$ cat config.mk
export PLATFORM = sky130hd
export DESIGN_NAME = tbacc_ctrl
export DESIGN_NICKNAME = d
export VERILOG_FILES = /design/src/hdl/tbacc_pkg.sv /design/src/hdl/tbacc_ctrl.sv
export SDC_FILE = /design/constraint.sdc
export NUM_CORES = 1
export LEC_CHECK = 0
export ABC_AREA = 1
export BUFFER_PORTS_ARGS = -buffer_cell sky130_fd_sc_hd__buf_2
export CAP_MARGIN = 20
export CORE_UTILIZATION = 35
export CTS_CLUSTER_SIZE = 14
export DETAILED_ROUTE_END_ITERATION = 12
export PLACE_DENSITY = 0.61
export SYNTH_ARGS = -nofsm -noshare
export SYNTH_HDL_FRONTEND = slang
export SYNTH_SLANG_ARGS = --single-unit
$ cat constraint.sdc
create_clock -name clk_i -period 3.7 [get_ports clk_i]
set_clock_uncertainty 0.2 [all_clocks]
set_input_delay 0.185 -clock clk_i [delete_from_list [all_inputs] [get_ports clk_i]]
set_output_delay 0.185 -clock clk_i [all_outputs]
set_load 0.01 [all_outputs]
$ cat src/hdl/tbacc_pkg.sv
package tbacc_pkg;

  localparam int unsigned MemDepth = 4096;
  localparam int unsigned WordW    = 12;
  localparam int unsigned AddrW    = 12;

  typedef logic [WordW-1:0] word_t;

  typedef enum logic [1:0] {
    CMD_EXEC  = 2'd0,
    CMD_WRITE = 2'd1,
    CMD_READ  = 2'd2,
    CMD_CLEAR = 2'd3
  } cmd_e;

  typedef struct packed {
    cmd_e               command;
    logic [AddrW-1:0]   address;
    word_t              data;
  } in_word_t;

  typedef struct packed {
    word_t pc;
    word_t acc;
    logic  carry;
    logic  zero;
    logic  halted;
    word_t read_data;
  } out_word_t;

  typedef struct packed {
    logic [2:0] cnd;
    logic [2:0] op1;
    logic [2:0] op2;
    logic [2:0] rs1;
  } inst_t;

  typedef enum logic [4:0] {
    UOP_NONE,
    UOP_IN_LATCH,
    UOP_MEM_WR_IN,
    UOP_MEM_RD_IN,
    UOP_CLEAR,
    UOP_FETCH,
    UOP_DECODE,
    UOP_OPF_REG,
    UOP_PC_INC_RD,
    UOP_RD_PC,
    UOP_MP_RD,
    UOP_MP_RD_IDX,
    UOP_SP_POP,
    UOP_OPND_LD,
    UOP_SKIP,
    UOP_LOAD_OPND,
    UOP_MP_OPND_RD,
    UOP_MP_OPND_RD_IDX,
    UOP_LD_RDATA,
    UOP_MP_WR,
    UOP_MP_WR_IDX,
    UOP_SP_PUSH,
    UOP_MV_STORE,
    UOP_MV_STORE_IDX,
    UOP_ALU,
    UOP_MSC,
    UOP_INCDEC,
    UOP_RET1,
    UOP_RET2,
    UOP_PC_FINAL,
    UOP_RESULT
  } uop_e;

  typedef struct packed {
    inst_t ir;
    logic  cond_ok;
    logic  out_free;
    cmd_e  cmd;
  } status_t;

  typedef enum logic [3:0] {
    ST_IDLE,
    ST_DISPATCH,
    ST_DECODE,
    ST_OPF,
    ST_OPF_MP,
    ST_OPF_MPX,
    ST_OPND_LD,
    ST_EXEC,
    ST_LOADR,
    ST_ST_MP,
    ST_ST_MPX,
    ST_LD_RDATA,
    ST_RET2,
    ST_END,
    ST_FIN
  } state_e;

  // Register selector for the low two bits of a register field.
  localparam logic [1:0] RegAcc = 2'd0;
  localparam logic [1:0] RegB   = 2'd1;
  localparam logic [1:0] RegIdx = 2'd2;
  localparam logic [1:0] RegSp  = 2'd3;

  localparam logic [2:0] ModeImm  = 3'd4;
  localparam logic [2:0] ModeDir  = 3'd5;
  localparam logic [2:0] ModeIdx  = 3'd6;
  localparam logic [2:0] ModeStk  = 3'd7;

  localparam logic [3:0] MscJmp  = 4'd0;
  localparam logic [3:0] MscHalt = 4'd1;
  localparam logic [3:0] MscCall = 4'd2;
  localparam logic [3:0] MscRet  = 4'd3;
  localparam logic [3:0] MscDec  = 4'd4;
  localparam logic [3:0] MscInc  = 4'd5;
  localparam logic [3:0] MscCmpA = 4'd8;
  localparam logic [3:0] MscCmpO = 4'd9;
  localparam logic [3:0] MscXor  = 4'd10;
  localparam logic [3:0] MscXnor = 4'd11;
  localparam logic [3:0] MscClc  = 4'd12;
  localparam logic [3:0] MscClz  = 4'd13;
  localparam logic [3:0] MscStc  = 4'd14;
  localparam logic [3:0] MscStz  = 4'd15;

endpackage

$ cat src/hdl/tbacc_ctrl.sv
module tbacc_ctrl (
  input  logic              clk_i,
  input  logic              rst_ni,
  input  logic              in_valid_i,
  output logic              in_ready_o,
  input  tbacc_pkg::status_t status_i,
  output tbacc_pkg::uop_e   uop_o
);

  tbacc_pkg::state_e state_q, state_d;
  logic [2:0] dest;
  logic [2:0] move_sel;
  logic [3:0] msc_sel;

  always_ff @(posedge clk_i or negedge rst_ni) begin
    if (!rst_ni) begin
      state_q <= tbacc_pkg::ST_IDLE;
    end else begin
      state_q <= state_d;
    end
  end

  // Moves store into op2, increment and decrement store back through rs1.
  assign dest     = (status_i.ir.op1[2] == 1'b0) ? status_i.ir.op2 : status_i.ir.rs1;
  assign move_sel = {status_i.ir.op1[1:0], status_i.ir.op2[2]};
  assign msc_sel  = {status_i.ir.op1[0], status_i.ir.op2};

  always_comb begin
    state_d    = state_q;
    uop_o      = tbacc_pkg::UOP_NONE;
    in_ready_o = 1'b0;
    unique case (state_q)
      tbacc_pkg::ST_IDLE: begin
        in_ready_o = 1'b1;
        if (in_valid_i) begin
          uop_o   = tbacc_pkg::UOP_IN_LATCH;
          state_d = tbacc_pkg::ST_DISPATCH;
        end
      end
      tbacc_pkg::ST_DISPATCH: begin
        unique case (status_i.cmd)
          tbacc_pkg::CMD_EXEC: begin
            uop_o   = tbacc_pkg::UOP_FETCH;
            state_d = tbacc_pkg::ST_DECODE;
          end
          tbacc_pkg::CMD_WRITE: begin
            uop_o   = tbacc_pkg::UOP_MEM_WR_IN;
            state_d = tbacc_pkg::ST_FIN;
          end
          tbacc_pkg::CMD_READ: begin
            uop_o   = tbacc_pkg::UOP_MEM_RD_IN;
            state_d = tbacc_pkg::ST_FIN;
          end
          default: begin
            uop_o   = tbacc_pkg::UOP_CLEAR;
            state_d = tbacc_pkg::ST_FIN;
          end
        endcase
      end
      tbacc_pkg::ST_DECODE: begin
        uop_o   = tbacc_pkg::UOP_DECODE;
        state_d = tbacc_pkg::ST_OPF;
      end
      tbacc_pkg::ST_OPF: begin
        unique case (status_i.ir.rs1)
          tbacc_pkg::ModeImm: begin
            uop_o   = tbacc_pkg::UOP_PC_INC_RD;
            state_d = tbacc_pkg::ST_OPND_LD;
          end
          tbacc_pkg::ModeDir: begin
            uop_o   = tbacc_pkg::UOP_PC_INC_RD;
            state_d = tbacc_pkg::ST_OPF_MP;
          end
          tbacc_pkg::ModeIdx: begin
            uop_o   = tbacc_pkg::UOP_PC_INC_RD;
            state_d = tbacc_pkg::ST_OPF_MPX;
          end
          tbacc_pkg::ModeStk: begin
            uop_o   = tbacc_pkg::UOP_SP_POP;
            state_d = tbacc_pkg::ST_OPND_LD;
          end
          default: begin
            uop_o   = tbacc_pkg::UOP_OPF_REG;
            state_d = tbacc_pkg::ST_EXEC;
          end
        endcase
      end
      tbacc_pkg::ST_OPF_MP: begin
        uop_o   = tbacc_pkg::UOP_MP_RD;
        state_d = tbacc_pkg::ST_OPND_LD;
      end
      tbacc_pkg::ST_OPF_MPX: begin
        uop_o   = tbacc_pkg::UOP_MP_RD_IDX;
        state_d = tbacc_pkg::ST_OPND_LD;
      end
      tbacc_pkg::ST_OPND_LD: begin
        uop_o   = tbacc_pkg::UOP_OPND_LD;
        state_d = tbacc_pkg::ST_EXEC;
      end
      tbacc_pkg::ST_EXEC: begin
        state_d = tbacc_pkg::ST_END;
        if (!status_i.cond_ok) begin
          // A failed move skips its destination operand word.
          if (!status_i.ir.op1[2] && status_i.ir.op2[2] &&
              (status_i.ir.op2 != tbacc_pkg::ModeStk)) begin
            uop_o = tbacc_pkg::UOP_SKIP;
          end
        end else if (!status_i.ir.op1[2]) begin
          case (move_sel)
            3'd0, 3'd1: state_d = tbacc_pkg::ST_LOADR;
            3'd2: begin
              uop_o   = tbacc_pkg::UOP_MP_OPND_RD;
              state_d = tbacc_pkg::ST_LD_RDATA;
            end
            3'd3: begin
              uop_o   = tbacc_pkg::UOP_MP_OPND_RD_IDX;
              state_d = tbacc_pkg::ST_LD_RDATA;
            end
            3'd4: uop_o = tbacc_pkg::UOP_MV_STORE;
            3'd5: uop_o = tbacc_pkg::UOP_MV_STORE_IDX;
            default: uop_o = tbacc_pkg::UOP_NONE;
          endcase
        end else if (!status_i.ir.op1[1]) begin
          uop_o = tbacc_pkg::UOP_ALU;
        end else begin
          case (msc_sel)
            tbacc_pkg::MscRet: begin
              uop_o   = tbacc_pkg::UOP_RET1;
              state_d = tbacc_pkg::ST_RET2;
            end
            tbacc_pkg::MscDec, tbacc_pkg::MscInc: begin
              uop_o   = tbacc_pkg::UOP_INCDEC;
              state_d = tbacc_pkg::ST_LOADR;
            end
            default: uop_o = tbacc_pkg::UOP_MSC;
          endcase
        end
      end
      tbacc_pkg::ST_LOADR: begin
        state_d = tbacc_pkg::ST_END;
        unique case (dest)
          tbacc_pkg::ModeImm: begin
            uop_o   = tbacc_pkg::UOP_RD_PC;
            state_d = tbacc_pkg::ST_ST_MP;
          end
          tbacc_pkg::ModeDir: begin
            uop_o   = tbacc_pkg::UOP_PC_INC_RD;
            state_d = tbacc_pkg::ST_ST_MP;
          end
          tbacc_pkg::ModeIdx: begin
            uop_o   = tbacc_pkg::UOP_PC_INC_RD;
            state_d = tbacc_pkg::ST_ST_MPX;
          end
          tbacc_pkg::ModeStk: uop_o = tbacc_pkg::UOP_SP_PUSH;
          default:            uop_o = tbacc_pkg::UOP_LOAD_OPND;
        endcase
      end
      tbacc_pkg::ST_ST_MP: begin
        uop_o   = tbacc_pkg::UOP_MP_WR;
        state_d = tbacc_pkg::ST_END;
      end
      tbacc_pkg::ST_ST_MPX: begin
        uop_o   = tbacc_pkg::UOP_MP_WR_IDX;
        state_d = tbacc_pkg::ST_END;
      end
      tbacc_pkg::ST_LD_RDATA: begin
        uop_o   = tbacc_pkg::UOP_LD_RDATA;
        state_d = tbacc_pkg::ST_END;
      end
      tbacc_pkg::ST_RET2: begin
        uop_o   = tbacc_pkg::UOP_RET2;
        state_d = tbacc_pkg::ST_END;
      end
      tbacc_pkg::ST_END: begin
        uop_o   = tbacc_pkg::UOP_PC_FINAL;
        state_d = tbacc_pkg::ST_FIN;
      end
      tbacc_pkg::ST_FIN: begin
        if (status_i.out_free) begin
          uop_o   = tbacc_pkg::UOP_RESULT;
          state_d = tbacc_pkg::ST_IDLE;
        end
      end
      default: state_d = tbacc_pkg::ST_IDLE;
    endcase
  end

`ifndef SYNTHESIS
  a_one_item: assert property (@(posedge clk_i) disable iff (!rst_ni)
    (in_valid_i && in_ready_o) |=> !in_ready_o)
    else $error("second word accepted while busy");
  a_fin_waits: assert property (@(posedge clk_i) disable iff (!rst_ni)
    (state_q == tbacc_pkg::ST_FIN && !status_i.out_free) |=> (state_q == tbacc_pkg::ST_FIN))
    else $error("result dropped while output full");
  a_result_once: assert property (@(posedge clk_i) disable iff (!rst_ni)
    (uop_o == tbacc_pkg::UOP_RESULT) |=> (uop_o != tbacc_pkg::UOP_RESULT))
    else $error("result issued twice");
`endif

endmodule

# Yosys cells after proc, flatten, opt, wreduce, memory -nomap -nowiden
# Cells that the tools add are included.
# W data, S select, Z words.
dict set report word_totals {
  output_inout_bits 6
  regBits 4
  wordCells 77
}
dict set report classes {
  n_reduce_logical 16
  n_mux 25
  eq_ne 35
}
# op n
set op_table {}
lappend op_table {{$pmux W5 S15} 1}
lappend op_table {{$pmux W4 S11} 1}
lappend op_table {{$eq A3 B3 Y1 const B} 10}
lappend op_table {{$eq A4 B4 Y1 const B} 7}
lappend op_table {{$eq A4 B3 Y1 const B} 6}
lappend op_table {{$mux W4} 6}
lappend op_table {{$pmux W5 S4} 1}
lappend op_table {{$pmux W3 S2} 3}
lappend op_table {{$mux W5} 3}
lappend op_table {{$pmux W5 S3} 1}
lappend op_table {{$reduce_or A2 Y1} 7}
lappend op_table {{$eq A4 B2 Y1 const B} 3}
lappend op_table {{$pmux W3 S3} 1}
lappend op_table {{$pmux W4 S2} 1}
lappend op_table {{$eq A3 B2 Y1 const B} 2}
lappend op_table {{$mux W3} 2}
lappend op_table {{$pmux W2 S3} 1}
lappend op_table {{$eq A4 B1 Y1 const B} 1}
lappend op_table {{$logic_not A4 Y1} 1}
lappend op_table {{$ne A2 B2 Y1 const B} 2}
lappend op_table {{$pmux W2 S2} 1}
lappend op_table {{$reduce_or A4 Y1} 1}
lappend op_table {{$eq A3 B1 Y1 const B} 1}
lappend op_table {{$logic_not A3 Y1} 1}
lappend op_table {{other kinds (10)} 12}

# Logic depth before layout (Yosys ltp)
dict set report logic_depth {
  depth_word 7
  mapped_depth 9
}

# Worst setup path after synthesis
# Ideal clock, no wire load.
dict set report synth_path {
  path_kind {register to output}
  start {register state_q[3]}
  end {output port uop_o[0]}
  arrival_time_ns 1.188
  path_stages_with_launch 8
  required_ns 3.315
  slack_ns 2.127
  path_cell_list {dfrtp_1 > nor2_2 > inv_2 > nor2_1 > nand2_1 > nand2_1 > nor2_1 > nand3_1}
}
dict set report synth_between {
  elab_chain_cells 2
  word_cells_on_any_way 16
  classes_between {eq/ne (14); mux (1); reduce/logical (1)}
}
# element line_no
set synth_lines {}
lappend synth_lines {{start, declared} tbacc_ctrl.sv:10} ;# tbacc_pkg::state_e state_q, state_d;
lappend synth_lines {{start signal, assigned} tbacc_ctrl.sv:17} ;# state_q <= tbacc_pkg::ST_IDLE;
lappend synth_lines {{start signal, assigned} tbacc_ctrl.sv:19} ;# state_q <= state_d;
lappend synth_lines {{$eq A4 B4 Y1, or another cell as far along} tbacc_ctrl.sv:32} ;# unique case (state_q)
lappend synth_lines {{$pmux W5 S15 (*)} tbacc_ctrl.sv:32}
lappend synth_lines {{end, declared} tbacc_ctrl.sv:7} ;# output tbacc_pkg::uop_e uop_o
# Every way passes the cells marked *; elsewhere a longest branch is shown, timed or not.

# Worst setup path in the final report
dict set report layout_path {
  start {register state_q[0]}
  end {output port uop_o[2]}
}
# The elaborated chain is that of the path after synthesis.

==> flow_summary.ini <==
[outcome]
status = finished clean

[min_path]
hold_path.class = primary input to register

[clock_network]
htreeDepth = 1
numCtsBuffers = 3
clk_root_buffer_cell = clkbuf_4
clk_pin_slew_ps = 30
clock_path_buffers = 2
cts_resized = 0
cts_tree = done
cts.sink_count = 4
insertion_delay_ps = 240

[timing]
slew_violations = 0
setup_violations = 0
tightest_slew_ps = 260
setup_tns_ps = 0
slew_headroom_pct = 82.5
clock.fmax_ghz = 0.492
period_share_pct = 55.0
rsz0062_at_grt = no
hold_viol = 0
fin_crit_ps = 2030

[route]
drt_iter0_markers = 26
drtPass1Iterations = 4
postRouteAntennaNets = 0
via_per_inst = 4.94
drc = 0
highest_layer = met4
wl_per_cell_um = 10.6
num_vias = 1037
wl_um = 2240
met2_wirelength_um = 1190
dr_wl_met3_um = 59
wl_met1_um = 963

[setup_path]
r2r_setup_slack_ps = 2100
critPathKind = register to output port
worst_setup_path_end_kind = output port
cp-start-kind = register
cp.arrival_ps = 1650
required_ps = 3310
path_max_fanout = 8

[grt]
grt_overflow = 0
grt_util_all_layers_pct = 21.6
grt_max_degree = 9
antenna_found_initial = 0
grt_pass1_vias = 1029
grt_pass1_wl_um = 4170

[floorplanning]
dieArea_um2 = 2530
dieWidth_um = 50.3
die_h_um = 50.3
core-area_um2 = 2210
io_pins = 25
start_util_pct = 36.9
rows = 17

[synthesis]
async_flop_share_pct = 100
synth.top_cells.by_area = nand2_1 22%, dfrtp_1 12%, nand3_1 12%
yosys_warnings = 0
synth_edf_count = 0
synthDistinctLibCells = 22
synth.most_common_cell = nand2_1
netlist_area_um2 = 817
synth_area_leader_cell = nand2_1
synth_commonest_cells = 47 x nand2_1, 22 x nor2_1, 20 x inv_1
yosys.area.top_type_share_pct = 21.6
synth-seq-cells = 4
ys.flop_type = dfrtp_1
syn-num-nets = 179
ys_seq_area_share_pct = 12.3
synth_area_per_cell_um2 = 5.17
syn-instance-count = 158

[final_layout]
drive_gt1_share_pct = 21.4
largestRegisters = state_q (4)
num_antenna_cells = 0
finalNetCount = 205
synthToLayoutAreaGrowth_pct = 20.2
largest_register = state_q
nFillCells = 262
largest_register_ffs = 4

[place]
hpwl_um = 1940
numPortBuffers = 21
gp_congestion = 0.897

[power]
peakVddDrop_mv = 0.311
power.density_nw_per_um2 = 687
p_leak_nw = 0.555
finalPower_mw = 0.675

[flow_run]
maxCapViolations = 0
## cell families after synthesis
group | after synthesis | synth area share (%)
adders and majority gates | 2 | 3.06
AOI/OAI and AO/OA | 19 | 12.7
and+or+nand+nor | 107 | 59.3
buffers and inverters | 26 | 12.7
DFF | 4 | 12.3
## area by class of cell
class,instances,area (um2),area share (%)
repair buffers,22,115,11.7
multi-input cells,128,613,62.4
flip-flops and latches,4,100,10.2
clock buffers,3,22.5,2.29
inverters,25,96.3,9.81
well taps,28,35.0,3.57
## worst paths after layout
| check | startpoint | to | cells past startpoint |
|---|---|---|---|
| max in group asynchronous | rst_ni | state_q[2] | 2 |
| hold reg to reg | state_q[3] | state_q[3] | 3 |
| setup / recovery | state_q[0] | uop_o[2] | 8 |
| setup reg to reg | state_q[0] | state_q[2] | 8 |
| min in group asynchronous | rst_ni | state_q[1] | 2 |
| hold / removal | in_valid_i | state_q[0] | 3 |
## layout by cell type (no fill, tap or decap), types with 2 or more instances in the layout
cell type,synthesis,layout
a21oi_1,5,5
buf_2,0,21
clkbuf_4,0,3
dfrtp_1,4,4
ha_1,2,2
inv_1,20,20
inv_2,4,4
nand2_1,47,47
nand2_2,5,5
nand3_1,19,19
nand4_1,6,6
nor2_1,22,22
nor2_2,3,3
nor2_4,2,2
o21ai_0,9,9
o21ai_1,2,2
## metrics by stage
step                      util (%)  worst slack, ps  instances  hold slack [ps]  area, um2
after detailed placement      42.9             1920        206             -210        950
after global routing          44.4             1490        210              102        982
after CTS                     44.4             1670        210             60.1        982
after global placement        42.9             1940        206             -211        950
after floorplan                  -             2130        158             -311        817
final                         44.4             1670        210             56.2        982
## metal layers
metal / global-route usage [%] / vias up
met3: 3.64 / 4
li1: - / 554
met4: 8.33 / 0
met5: 0 / -
met1: 24.8 / 458
met2: 39.1 / 21
## critical path: stages, from the launching register on
cell	delay, ps
dfrtp_1	410
inv_1	150
nand2_1	160
nor2_4	210
nand3_1	140
nand2_1	100
nor2_1	40
nand4_1	70
buf_2	130
## report_power, final
part / internal [mW] / leakage (nW) / total, mW / switching (mW)
clock network: 0.0363 / 0.0138 / 0.0554 / 0.0190
logic: 0.187 / 0.494 / 0.515 / 0.328
registers: 0.0691 / 0.0476 / 0.105 / 0.0360
total: 0.292 / 0.555 / 0.675 / 0.383
## repair_timing
| item | 4_1_cts | 5_1_grt |
|---|---|---|
| hold endpoints to repair | 4 | 0 |
| buffers inserted | 0 | 0 |
| hold buffers | 1 | 0 |
Note: power is estimated with default switching activity, not from simulation.
